[src/hw/rtl/msm_pkg.sv]
`timescale 1ns / 1ps
// ----------------------------------------------------------------------------
// msm_pkg
// Types and constants shared by the threshold monitor modules.
// ----------------------------------------------------------------------------
package msm_pkg;

    // width of the shared add/subtract unit: covers age differences and
    // threshold plus or minus window
    localparam int ALU_W = 18;

    localparam int TEMP_W  = 12;
    localparam int WIN_W   = 10;
    localparam int AGE_W   = 16;
    localparam int CFG_IDX_W  = 3;
    localparam int CFG_DATA_W = 16;

    localparam logic [AGE_W-1:0] AGE_MAX = {AGE_W{1'b1}};

    // configuration register indexes
    localparam logic [CFG_IDX_W-1:0] CFG_THRESHOLD_LOW     = 3'd0;
    localparam logic [CFG_IDX_W-1:0] CFG_THRESHOLD_HIGH    = 3'd1;
    localparam logic [CFG_IDX_W-1:0] CFG_EXCESS_WINDOW     = 3'd2;
    localparam logic [CFG_IDX_W-1:0] CFG_CONNECT_TIMEOUT_S = 3'd3;
    localparam logic [CFG_IDX_W-1:0] CFG_MAX_WORKING_S     = 3'd4;

    // input mode codes
    localparam logic MODE_READING = 1'b0;
    localparam logic MODE_TICK    = 1'b1;

    // sensor mark bits
    localparam int MARK_LOW      = 0;
    localparam int MARK_HIGH     = 1;
    localparam int MARK_TOO_MUCH = 2;

    typedef struct packed {
        logic                     mode;
        logic [1:0]               sensor_slot;
        logic signed [TEMP_W-1:0] temperature;
    } item_t;

    typedef struct packed {
        logic       reply_alert;
        logic [1:0] reply_slot;
        logic       heat_on;
        logic       cool_on;
        logic       too_much_error;
        logic       too_long_error;
    } result_t;

    typedef struct packed {
        logic signed [TEMP_W-1:0] threshold_low;
        logic signed [TEMP_W-1:0] threshold_high;
        logic [WIN_W-1:0]         excess_window;
        logic [AGE_W-1:0]         connect_timeout_s;
        logic [AGE_W-1:0]         max_working_s;
    } cfg_t;

endpackage

[src/hw/rtl/msm_alu.sv]
`timescale 1ns / 1ps
// ----------------------------------------------------------------------------
// msm_alu
// Shared add/subtract unit with sign and greater-than-zero flags.
// ----------------------------------------------------------------------------
module msm_alu (
    input  logic signed [msm_pkg::ALU_W-1:0] a,
    input  logic signed [msm_pkg::ALU_W-1:0] b,
    input  logic                             sub,
    output logic signed [msm_pkg::ALU_W-1:0] y,
    output logic                             neg,
    output logic                             pos
);
    import msm_pkg::*;

    logic [ALU_W-1:0] b_op;

    assign b_op = sub ? ~b : b;
    assign y    = a + b_op + {{(ALU_W-1){1'b0}}, sub};
    assign neg  = y[ALU_W-1];
    assign pos  = !y[ALU_W-1] && (y != '0);

endmodule

[src/hw/rtl/msm_seq.sv]
`timescale 1ns / 1ps
// ----------------------------------------------------------------------------
// msm_seq
// Sequencer and sensor state: classifies a reading, walks the sensor slots
// to aggregate, or walks them to age on a tick, all through one shared ALU.
// ----------------------------------------------------------------------------
module msm_seq #(
    parameter int SENSOR_COUNT = 4
) (
    input  logic             clk,
    input  logic             rst_n,
    input  logic             start,
    input  msm_pkg::item_t   item,
    input  msm_pkg::cfg_t    cfg,
    input  logic             res_taken,
    output logic             busy,
    output logic             res_valid,
    output msm_pkg::result_t res
);
    import msm_pkg::*;

    localparam int IDX_W = (SENSOR_COUNT > 1) ? $clog2(SENSOR_COUNT) : 1;
    localparam int CNT_W = $clog2(SENSOR_COUNT + 1);
    localparam logic [CNT_W-1:0] LAST_IDX = CNT_W'(SENSOR_COUNT - 1);
    localparam logic [CNT_W-1:0] REQ_IDX  = CNT_W'(SENSOR_COUNT);
    localparam logic [4:0] SLOT_LIMIT = 5'(SENSOR_COUNT);

    localparam logic [3:0] S_IDLE = 4'd0;
    localparam logic [3:0] S_CHI  = 4'd1;
    localparam logic [3:0] S_CLO  = 4'd2;
    localparam logic [3:0] S_SUM  = 4'd3;
    localparam logic [3:0] S_CMP  = 4'd4;
    localparam logic [3:0] S_UPD  = 4'd5;
    localparam logic [3:0] S_AGG  = 4'd6;
    localparam logic [3:0] S_REQ  = 4'd7;
    localparam logic [3:0] S_OUT  = 4'd8;
    localparam logic [3:0] S_TICK = 4'd9;

    logic [3:0]       state_reg, state_next;
    item_t            item_reg, item_next;
    logic [CNT_W-1:0] idx_reg, idx_next;
    logic             hi_hit_reg, hi_hit_next;
    logic             lo_hit_reg, lo_hit_next;
    logic             tm_reg, tm_next;
    logic             agg_low_reg, agg_low_next;
    logic             agg_high_reg, agg_high_next;
    logic             agg_much_reg, agg_much_next;
    logic             too_long_reg, too_long_next;
    logic signed [ALU_W-1:0] acc_reg, acc_next;
    logic [2:0]       marks_reg [SENSOR_COUNT];
    logic [2:0]       marks_next [SENSOR_COUNT];
    logic [AGE_W-1:0] age_reg [SENSOR_COUNT];
    logic [AGE_W-1:0] age_next [SENSOR_COUNT];
    logic [AGE_W-1:0] req_age_reg, req_age_next;

    logic signed [ALU_W-1:0] alu_a, alu_b, alu_y;
    logic             alu_sub, alu_neg, alu_pos;

    logic [IDX_W-1:0] walk_ix;
    logic [IDX_W-1:0] slot_ix;
    logic signed [ALU_W-1:0] temp_x, hi_x, lo_x, win_x;
    logic [AGE_W-1:0] req_age_eff;
    logic [AGE_W-1:0] tick_age;

    assign walk_ix = idx_reg[IDX_W-1:0];
    assign slot_ix = IDX_W'(item_reg.sensor_slot);
    assign temp_x  = ALU_W'(item_reg.temperature);
    assign hi_x    = ALU_W'(cfg.threshold_high);
    assign lo_x    = ALU_W'(cfg.threshold_low);
    assign win_x   = {{(ALU_W-WIN_W){1'b0}}, cfg.excess_window};
    assign req_age_eff = (agg_low_reg || agg_high_reg) ? req_age_reg : '0;
    assign tick_age = (idx_reg == REQ_IDX) ? req_age_reg : age_reg[walk_ix];

    msm_alu u_alu (
        .a   (alu_a),
        .b   (alu_b),
        .sub (alu_sub),
        .y   (alu_y),
        .neg (alu_neg),
        .pos (alu_pos)
    );

    // operand selection for the shared unit
    always_comb
    begin
        alu_a   = temp_x;
        alu_b   = hi_x;
        alu_sub = 1'b1;
        case (state_reg)
            S_CHI:
            begin
                alu_a = temp_x;
                alu_b = hi_x;
            end
            S_CLO:
            begin
                alu_a = lo_x;
                alu_b = temp_x;
            end
            S_SUM:
            begin
                alu_a   = hi_hit_reg ? hi_x : lo_x;
                alu_b   = win_x;
                alu_sub = !hi_hit_reg;
            end
            S_CMP:
            begin
                alu_a = hi_hit_reg ? temp_x : acc_reg;
                alu_b = hi_hit_reg ? acc_reg : temp_x;
            end
            S_AGG:
            begin
                alu_a = {{(ALU_W-AGE_W){1'b0}}, cfg.connect_timeout_s};
                alu_b = {{(ALU_W-AGE_W){1'b0}}, age_reg[walk_ix]};
            end
            S_REQ:
            begin
                alu_a = {{(ALU_W-AGE_W){1'b0}}, req_age_eff};
                alu_b = {{(ALU_W-AGE_W){1'b0}}, cfg.max_working_s};
            end
            S_TICK:
            begin
                alu_a   = {{(ALU_W-AGE_W){1'b0}}, tick_age};
                alu_b   = {{(ALU_W-1){1'b0}}, 1'b1};
                alu_sub = 1'b0;
            end
            default:
            begin
                alu_sub = 1'b1;
            end
        endcase
    end

    always_comb
    begin
        state_next    = state_reg;
        item_next     = item_reg;
        idx_next      = idx_reg;
        hi_hit_next   = hi_hit_reg;
        lo_hit_next   = lo_hit_reg;
        tm_next       = tm_reg;
        agg_low_next  = agg_low_reg;
        agg_high_next = agg_high_reg;
        agg_much_next = agg_much_reg;
        too_long_next = too_long_reg;
        acc_next      = acc_reg;
        req_age_next  = req_age_reg;
        marks_next    = marks_reg;
        age_next      = age_reg;
        case (state_reg)
            S_IDLE:
            begin
                if (start)
                begin
                    item_next   = item;
                    idx_next    = '0;
                    hi_hit_next = 1'b0;
                    lo_hit_next = 1'b0;
                    tm_next     = 1'b0;
                    if (item.mode == MODE_TICK)
                        state_next = S_TICK;
                    else if ({3'b000, item.sensor_slot} < SLOT_LIMIT)
                        state_next = S_CHI;
                end
            end
            S_CHI:
            begin
                if (alu_pos)
                begin
                    hi_hit_next = 1'b1;
                    state_next  = S_SUM;
                end
                else
                    state_next = S_CLO;
            end
            S_CLO:
            begin
                if (alu_pos)
                begin
                    lo_hit_next = 1'b1;
                    state_next  = S_SUM;
                end
                else
                    state_next = S_UPD;
            end
            S_SUM:
            begin
                acc_next   = alu_y;
                state_next = S_CMP;
            end
            S_CMP:
            begin
                tm_next    = alu_pos;
                state_next = S_UPD;
            end
            S_UPD:
            begin
                if (hi_hit_reg || lo_hit_reg)
                    marks_next[slot_ix] = marks_reg[slot_ix] | {tm_reg, hi_hit_reg, lo_hit_reg};
                else
                    marks_next[slot_ix] = '0;
                age_next[slot_ix] = '0;
                idx_next      = '0;
                agg_low_next  = 1'b0;
                agg_high_next = 1'b0;
                agg_much_next = 1'b0;
                state_next    = S_AGG;
            end
            S_AGG:
            begin
                // connected while age <= timeout
                if (!alu_neg)
                begin
                    if (marks_reg[walk_ix][MARK_LOW])
                        agg_low_next = 1'b1;
                    else if (marks_reg[walk_ix][MARK_HIGH])
                        agg_high_next = 1'b1;
                    if (marks_reg[walk_ix][MARK_TOO_MUCH])
                        agg_much_next = 1'b1;
                end
                idx_next = idx_reg + 1'b1;
                if (idx_reg == LAST_IDX)
                    state_next = S_REQ;
            end
            S_REQ:
            begin
                req_age_next  = req_age_eff;
                too_long_next = alu_pos;
                state_next    = S_OUT;
            end
            S_OUT:
            begin
                if (res_taken)
                    state_next = S_IDLE;
            end
            S_TICK:
            begin
                if (idx_reg == REQ_IDX)
                begin
                    if (req_age_reg != AGE_MAX)
                        req_age_next = alu_y[AGE_W-1:0];
                    state_next = S_IDLE;
                end
                else if (age_reg[walk_ix] != AGE_MAX)
                    age_next[walk_ix] = alu_y[AGE_W-1:0];
                idx_next = idx_reg + 1'b1;
            end
            default:
            begin
                state_next = S_IDLE;
            end
        endcase
    end

    always_ff @(posedge clk or negedge rst_n)
    begin
        if (!rst_n)
        begin
            state_reg    <= S_IDLE;
            idx_reg      <= '0;
            hi_hit_reg   <= 1'b0;
            lo_hit_reg   <= 1'b0;
            tm_reg       <= 1'b0;
            agg_low_reg  <= 1'b0;
            agg_high_reg <= 1'b0;
            agg_much_reg <= 1'b0;
            too_long_reg <= 1'b0;
            req_age_reg  <= '0;
            for (int i = 0; i < SENSOR_COUNT; i++)
            begin
                marks_reg[i] <= '0;
                age_reg[i]   <= '0;
            end
        end
        else
        begin
            state_reg    <= state_next;
            idx_reg      <= idx_next;
            hi_hit_reg   <= hi_hit_next;
            lo_hit_reg   <= lo_hit_next;
            tm_reg       <= tm_next;
            agg_low_reg  <= agg_low_next;
            agg_high_reg <= agg_high_next;
            agg_much_reg <= agg_much_next;
            too_long_reg <= too_long_next;
            req_age_reg  <= req_age_next;
            marks_reg    <= marks_next;
            age_reg      <= age_next;
        end
    end

    always_ff @(posedge clk)
    begin
        item_reg <= item_next;
        acc_reg  <= acc_next;
    end

    assign busy      = (state_reg != S_IDLE);
    assign res_valid = (state_reg == S_OUT);

    always_comb
    begin
        res.reply_alert    = hi_hit_reg || lo_hit_reg;
        res.reply_slot     = item_reg.sensor_slot;
        res.heat_on        = agg_low_reg;
        res.cool_on        = agg_high_reg;
        res.too_much_error = agg_much_reg;
        res.too_long_error = too_long_reg;
    end

endmodule

[src/hw/rtl/multi_sensor_threshold_monitor.sv]
`timescale 1ns / 1ps
// ----------------------------------------------------------------------------
// multi_sensor_threshold_monitor
// Threshold monitor over a set of temperature sensors with heat, cool and
// error aggregation.
// ----------------------------------------------------------------------------
// Usage:
// - item channel (valid/ready) carries a reading (mode 0, slot, temperature
//   in 1/16 degree) or a one-second tick (mode 1). item_ready is high only
//   while the sequencer is idle; one request is worked on at a time.
// - result channel (valid/ready) returns one result per reading in range;
//   ticks and readings for an absent slot give none.
// - result_valid rises once a taken reading has gone through the threshold
//   compares, a connect check per slot and a check of the request timer, all
//   through one shared ALU; a reading above the high limit takes more steps
//   than one inside limits, one below the low limit more still. The next
//   request is taken once the result has gone to the output register.
// - A tick keeps the sequencer busy while it makes one saturating increment
//   per age, the sensor ages first and the request timer last.
// - The result sits in an output register; the next request is taken while
//   it waits. A stalled receiver holds the sequencer in its last step only
//   once a second result is ready.
// - Reset clears marks and ages and loads the register defaults.
// - Config writes (cfg_wr_en, cfg_index, cfg_wdata) are for idle periods.
// ----------------------------------------------------------------------------
module multi_sensor_threshold_monitor #(
    parameter int SENSOR_COUNT = 4
) (
    input  logic                              clk,
    input  logic                              rst_n,
    input  logic                              item_valid,
    output logic                              item_ready,
    input  msm_pkg::item_t                    item,
    output logic                              result_valid,
    input  logic                              result_ready,
    output msm_pkg::result_t                  result,
    input  logic                              cfg_wr_en,
    input  logic [msm_pkg::CFG_IDX_W-1:0]     cfg_index,
    input  logic [msm_pkg::CFG_DATA_W-1:0]    cfg_wdata
);
    import msm_pkg::*;

    cfg_t    cfg_reg, cfg_next;
    result_t result_reg;
    logic    result_valid_reg, result_valid_next;

    logic    seq_busy;
    logic    seq_res_valid;
    result_t seq_res;
    logic    res_taken;
    logic    start;

    assign item_ready = !seq_busy;
    assign start      = item_valid && item_ready;
    assign res_taken  = seq_res_valid && (!result_valid_reg || result_ready);

    msm_seq #(
        .SENSOR_COUNT (SENSOR_COUNT)
    ) u_seq (
        .clk       (clk),
        .rst_n     (rst_n),
        .start     (start),
        .item      (item),
        .cfg       (cfg_reg),
        .res_taken (res_taken),
        .busy      (seq_busy),
        .res_valid (seq_res_valid),
        .res       (seq_res)
    );

    always_comb
    begin
        cfg_next = cfg_reg;
        if (cfg_wr_en)
        begin
            case (cfg_index)
                CFG_THRESHOLD_LOW:     cfg_next.threshold_low     = cfg_wdata[TEMP_W-1:0];
                CFG_THRESHOLD_HIGH:    cfg_next.threshold_high    = cfg_wdata[TEMP_W-1:0];
                CFG_EXCESS_WINDOW:     cfg_next.excess_window     = cfg_wdata[WIN_W-1:0];
                CFG_CONNECT_TIMEOUT_S: cfg_next.connect_timeout_s = cfg_wdata[AGE_W-1:0];
                CFG_MAX_WORKING_S:     cfg_next.max_working_s     = cfg_wdata[AGE_W-1:0];
                default:               cfg_next = cfg_reg;
            endcase
        end
    end

    always_comb
    begin
        result_valid_next = result_valid_reg;
        if (res_taken)
            result_valid_next = 1'b1;
        else if (result_ready)
            result_valid_next = 1'b0;
    end

    always_ff @(posedge clk or negedge rst_n)
    begin
        if (!rst_n)
        begin
            cfg_reg.threshold_low     <= 12'sd240;
            cfg_reg.threshold_high    <= 12'sd480;
            cfg_reg.excess_window     <= 10'd80;
            cfg_reg.connect_timeout_s <= 16'd300;
            cfg_reg.max_working_s     <= 16'd3600;
            result_valid_reg          <= 1'b0;
        end
        else
        begin
            cfg_reg          <= cfg_next;
            result_valid_reg <= result_valid_next;
        end
    end

    always_ff @(posedge clk)
    begin
        if (res_taken)
            result_reg <= seq_res;
    end

    assign result_valid = result_valid_reg;
    assign result       = result_reg;

endmodule

[config.mk]
export PLATFORM = sky130hd
export DESIGN_NAME = multi_sensor_threshold_monitor
export DESIGN_NICKNAME = d
export VERILOG_FILES = /design/src/hw/rtl/msm_pkg.sv /design/src/hw/rtl/msm_alu.sv /design/src/hw/rtl/msm_seq.sv /design/src/hw/rtl/multi_sensor_threshold_monitor.sv
export SDC_FILE = /design/constraint.sdc
export NUM_CORES = 1
export LEC_CHECK = 0
export BUFFER_PORTS_ARGS = -buffer_cell sky130_fd_sc_hd__buf_2
export CAP_MARGIN = 20
export CORE_ASPECT_RATIO = 0.7
export CORE_MARGIN = 3
export CORE_UTILIZATION = 55
export CTS_CLUSTER_DIAMETER = 40
export CTS_CLUSTER_SIZE = 14
export DETAILED_ROUTE_END_ITERATION = 8
export PLACE_DENSITY = 0.72
export SLEW_MARGIN = 20
export SYNTH_ARGS = -nofsm -noshare
export SYNTH_HDL_FRONTEND = slang
export SYNTH_SLANG_ARGS = --single-unit
[constraint.sdc]
create_clock -name clk -period 9.94 [get_ports clk]
set_input_delay 1.491 -clock clk [delete_from_list [all_inputs] [get_ports clk]]
set_output_delay 1.491 -clock clk [all_outputs]
set_load 0.1 [all_outputs]
Yosys cells after proc, flatten, opt, wreduce, memory -nomap -nowiden
Index checks and enable logic that the tools add are counted.
Widths: inputs -> output; s select.
Word-level totals
  word-level logic and storage cells: 180
  output and inout bits: 9
  bits of input ports: 39
  bits in registers: 212
Cells by class
  mux-type cells: 60
  eq/ne operators: 31
  reductions and logical operators: 41
  bitwise operators: 8
  magnitude comparators: 4
  add/sub/neg operators: 3
Operator list (number)
  $pmux 18 s6: 2
  $mux 16: 8
  $mux 64: 2
  $pmux 64 s2: 1
  $mux 18: 4
  $and 64x64->64: 1
  $bwmux 64: 1
  $demux 16 s2: 2
  $not 64->64: 1
  $pmux 4 s10: 1
  $bmux 16 s2: 1
  $ne 16x16->1 const B: 2
  $pmux 16 s2: 1
  $mux 3: 7
  $mux 4: 5
  $ne 2x1->1 const B: 10
  $add 18x1->18: 1
  $add 18x18->18: 1
  $not 18->18: 1
  $reduce_and 3->1: 6
  $reduce_bool 18->1: 1
  $eq 4x3->1 const B: 4
  $reduce_and 2->1: 8
  $pmux 1 s2: 7
  other kinds (30): 69

Depth between registers and ports, before layout
  depth after elaboration: 13
  mapped depth: 21
  mapped depth without buffers: 19

Modules after synthesis
Synthesis repeated with hierarchy kept, for this count alone.
Unflattened totals
  cells, all modules: 1012
  area, all modules: 11379.7 um2
Modules (own cells, without submodules)
  msm_seq: instances 1, sequential area each 3613.5 um2, cells an instance 691, area an instance 7350.8 um2
  multi_sensor_threshold_monitor: instances 1, sequential area each 1909.3 um2, cells an instance 156, area an instance 2822.7 um2
  msm_alu: instances 1, sequential area each 0.0 um2, cells an instance 165, area an instance 1206.2 um2

Least setup slack after synthesis
No wires, ideal clock.
  path type: reg-to-output
  from: register u_seq.state_reg[0]
  to: output item_ready
  cell stages (with the launch flop): 4
  path buffers: 2
  data arrival time: 3.906 ns
  setup slack: 4.543 ns
  cells stage by stage: dfrtp_1 buf_2 buf_1 nor4_1
Between the ends
  word-level cells in the longest chain between the ends: 2
RTL lines
  start: declaration: line msm_seq.sv:39  | logic [3:0] state_reg, state_next;
  start signal: assignment: line msm_seq.sv:277  | state_reg <= state_next;
  $reduce_bool 4->1: line msm_seq.sv:298  | assign busy = (state_reg != S_IDLE);
  $logic_not 1->1: line multi_sensor_threshold_monitor.sv:53  | assign item_ready = !seq_busy;
  end: declaration: line multi_sensor_threshold_monitor.sv:32  | output logic item_ready,
Every way passes these cells.

Worst setup path after layout
  from: register u_seq.state_reg[3]
  to: register u_seq.state_reg[1]
Between the ends
  word-level cells in the longest chain between the ends: 10
  elaborated cells on any way between the ends: 31
  those cells by class: add/sub (2); eq/ne (13); mux (6); bitwise (1); reduce/logical (9)
RTL lines
  $eq 4x4->1, or another cell as far along: line msm_seq.sv:89  | case (state_reg)
  $pmux 18 s6: line msm_seq.sv:89
  $not 18->18: line msm_alu.sv:18  | assign b_op = sub ? ~b : b;
  $mux 18: line msm_alu.sv:18
  $add 18x18->18: line msm_alu.sv:19  | assign y = a + b_op + {{(ALU_W-1){1'b0}}, sub};
  $add 18x1->18 *: line msm_alu.sv:19
  net u_seq.alu_y[12]: line msm_seq.sv:56  | logic signed [ALU_W-1:0] alu_a, alu_b, alu_y;
  $reduce_bool 18->1 *: line msm_alu.sv:21  | assign pos = !y[ALU_W-1] && (y != '0);
  $logic_and 1x1->1 *: line msm_alu.sv:21
  $mux 3 *: line msm_seq.sv:178  | if (alu_pos)
  $pmux 4 s10 *: line msm_seq.sv:150  | case (state_reg)
Mark *: on every way through the listed nets, which the timed path passes. The rest lies on a longest branch.
A chain may end at the register's enable or synchronous reset.

==> reports/metrics.yaml <==
status: "complete, no violations"
syn_inst: 1023
io_pins: 48
setup_ws_ns: 4.183
synth_seq_cells: 212
r2r_end: "u_seq.state_reg[1]$_DFFE_PN0P_"
slew_violations: 0
pre_cts_ws_ns: 4.335
synthTopCellsByArea: "dfrtp_1 35%, edfxtp_1 11%, mux2_2 8.2%, nand2_1 5.3%, mux4_2 4.5%"
clkSlewWorstSetupHoldPaths_ns: 0.06
critPathKind: "reg2reg"
rows: 42
synth_edf_count: 39
postCtsSetupRepairBufs: 0
cts_tree: "done"
postSynthNetCount: 1084
yosysUniqueCellTypes: 72
startpoint_type: "flip-flop"
cp_max_fo: 30
r2r-start: "u_seq.state_reg[3]$_DFFE_PN0P_"
globalplace.congestion: 1.034
clock_path_buffers: 3
grt_usage_pct: 28.89
worstSetupEndpoint: "u_seq.state_reg[1]$_DFFE_PN0P_"
portBuffers: 47
fin_crit_ns: 5.757
drive_gt1_share_pct: 24.29
max_freq_mhz: 173.7
drtIter0Drc: 1181
drc: 0
n_antenna_cell: 0
fin_util_pct: 64.53
start_util_pct: 57.27
via_per_inst: 6.514
place_inst: 1304
regToRegSetupSlack_ns: 4.18
clock-sinks: 212
die_area_um2: 21900
htree_levels: 1
finalWirelength_um: 31610
rr_worst_depth: 17
num_vias: 8800
overflow: 0
cts-root-buf: "clkbuf_16"
synth_top_area_share_pct: 35.02
grt_max_degree: 65
cap_violations: 0
fin_skew_ns: 0.01544
hold_viol: 0
wl_per_cell_um: 23.40
async_reset_ff_share_pct: 81.60
grt_pass1_wl_um: 49690
rsz0062_at_grt: "no"
finalSetupViolCount: 0
arrival_ns: 6.12
clock_latency_ns: 0.52
grt_pass1_vias: 8500
yosysSeqAreaShare_pct: 49.86
final_nets: 1129
netlist_area_um2: 11080
fin_tns_setup_ns: 0
coreArea_um2: 19340
dieHeight_um: 124.7
yosysTopAreaCell: "dfrtp_1"
nFillCells: 1584
end_kind: "flip-flop"
yosysWarningCount: 0
cp-startpoint: "u_seq.state_reg[3]$_DFFE_PN0P_"
ant_nets: 0
first_pass_iters: 8
synth-main-ff-cell: "dfrtp_1"
hp-class: "reg2reg"
largest_reg_flops: 66
critPathRequiredTime_ns: 10.30
syn_avg_cell_area_um2: 10.83
cts_hold_buf: 0
min_period_over_period_pct: 57.92
antenna_found_initial: 0
post_cts_resized: 0
tightest_slew_ns: 0.9557
numCtsBuffers: 25
die_w_um: 175.6
stdcell_count: 1351
slew_headroom_pct: 36.05
syn_to_final_growth_pct: 12.68
dp_hpwl_um: 22770
-- stage by stage --
step / area [µm²] / hold slack [ns]
after floorplan: 11080 / 0.4244
after global placement: 11630 / 0.4395
after detailed placement: 11630 / 0.4384
after CTS: 12470 / 0.4518
after global routing: 12480 / 0.4644
final: 12480 / 0.4517
-- routing by layer --
layer	global-route usage (%)	routed length [µm]	vias to the layer above
met3	6.307	2897	70
met5	0	0	-
met1	44.56	14380	4364
li1	-	-	3926
met2	40.44	13320	440
met4	9.539	1015	0
-- worst max-delay path: stages, from the launching register on --
cell	delay, ns
dfrtp_1	0.83
nand2b_1	0.29
nor2_2	0.14
buf_4	0.34
nor2_1	0.19
or2_2	0.39
a221oi_1	0.32
nand3_1	0.17
fa_1	0.48
a211oi_1	0.36
o21ai_1	0.13
a21oi_1	0.35
o21ai_1	0.22
xor2_1	0.21
or4_1	0.56
nor4_2	0.26
a31o_4	0.27
a221oi_2	0.07
-- placed cells by master, fill, tap and decap left out, types with 4 or more instances in the layout --
| cell type | Yosys | routed |
|---|---|---|
| a21oi_2 | 3 | 4 |
| nand3_1 | 13 | 13 |
| nor2b_1 | 11 | 11 |
| xor2_1 | 13 | 13 |
| o21a_1 | 7 | 7 |
| inv_6 | 0 | 4 |
| dfrtp_1 | 155 | 155 |
| mux4_2 | 22 | 22 |
| a22oi_1 | 7 | 7 |
| a221oi_1 | 14 | 14 |
| a22o_1 | 11 | 11 |
| a32o_1 | 6 | 6 |
| edfxtp_1 | 39 | 39 |
| clkbuf_1 | 35 | 4 |
| inv_1 | 19 | 19 |
| nor3_1 | 10 | 9 |
| nand4_1 | 20 | 20 |
| dfstp_2 | 18 | 18 |
| a31oi_1 | 10 | 10 |
| or2_2 | 8 | 8 |
| clkbuf_8 | 0 | 4 |
| ha_1 | 21 | 21 |
| nand2b_1 | 9 | 9 |
| nand2_1 | 155 | 155 |
| a222oi_1 | 21 | 21 |
| buf_4 | 0 | 23 |
| clkbuf_16 | 0 | 25 |
| mux2_2 | 81 | 81 |
| nor4_1 | 6 | 6 |
| nor2_1 | 45 | 44 |
| o21ai_0 | 95 | 95 |
| mux2i_1 | 6 | 6 |
| a21o_1 | 12 | 12 |
| o21ai_1 | 21 | 21 |
| o21bai_1 | 4 | 4 |
| o22ai_1 | 4 | 4 |
| buf_2 | 9 | 47 |
| xnor2_1 | 10 | 10 |
| a21oi_1 | 40 | 39 |
-- worst min-delay path by stage --
| stage | depth (start not counted) | slack, ns | end | startpoint |
|---|---|---|---|---|
| after CTS | 0 | 0.45 | result[0]$_DFFE_PP_ | u_seq.too_long_reg$_DFFE_PN0P_ |
| after global placement | 0 | 0.44 | result[1]$_DFFE_PP_ | u_seq.agg_much_reg$_DFFE_PN0P_ |
| after floorplan | 0 | 0.42 | result[4]$_DFFE_PP_ | u_seq.slot_ix[0]$_DFFE_PP_ |
| after global routing | 0 | 0.46 | result[0]$_DFFE_PP_ | u_seq.too_long_reg$_DFFE_PN0P_ |
| after detailed placement | 0 | 0.44 | result[0]$_DFFE_PP_ | u_seq.too_long_reg$_DFFE_PN0P_ |
| final | 0 | 0.45 | result[0]$_DFFE_PP_ | u_seq.too_long_reg$_DFFE_PN0P_ |
-- logic make-up after synthesis --
logic type / share of synthesized area [%]
AOI/OAI and AO/OA: 17.13
xor gates and xnor gates: 2.112
adders and majority gates: 2.553
buffers and inverters: 2.643
muxes: 13.25
and+or+nand+nor: 12.45
DFF: 49.86
-- synth_stat cells (4+ instances only) --
library cell	n
buf_1	8
a22o_1	11
xor2_1	13
nand4_1	20
a32o_1	6
a222oi_1	21
nor2_1	45
nor3_1	10
buf_2	9
a21oi_1	40
mux2i_1	6
mux2_2	81
clkbuf_1	35
edfxtp_1	39
o21ai_0	95
ha_1	21
a21o_1	12
o21ai_1	21
dfrtp_1	155
a221oi_1	14
xnor2_1	10
nor4_1	6
nor2b_1	11
a22oi_1	7
o21a_1	7
nand2b_1	9
o22ai_1	4
nand2_1	155
inv_1	19
a31oi_1	10
mux4_2	22
or2_2	8
nand3_1	13
dfstp_2	18
o21bai_1	4
-- layout make-up --
type,count,area [µm²],share of cell area [%]
inverter,20,75.07,0.6016
tap,264,330.3,2.647
sequential,212,5523,44.25
clock buffer,33,695.7,5.574
multi-input combinational,738,5291,42.40
clock inverter,13,145.1,1.163
timing repair buffer,71,419.2,3.359
Power is not shown: default switching activity piles up to over one toggle a cycle in this logic, so the estimate is an artifact.
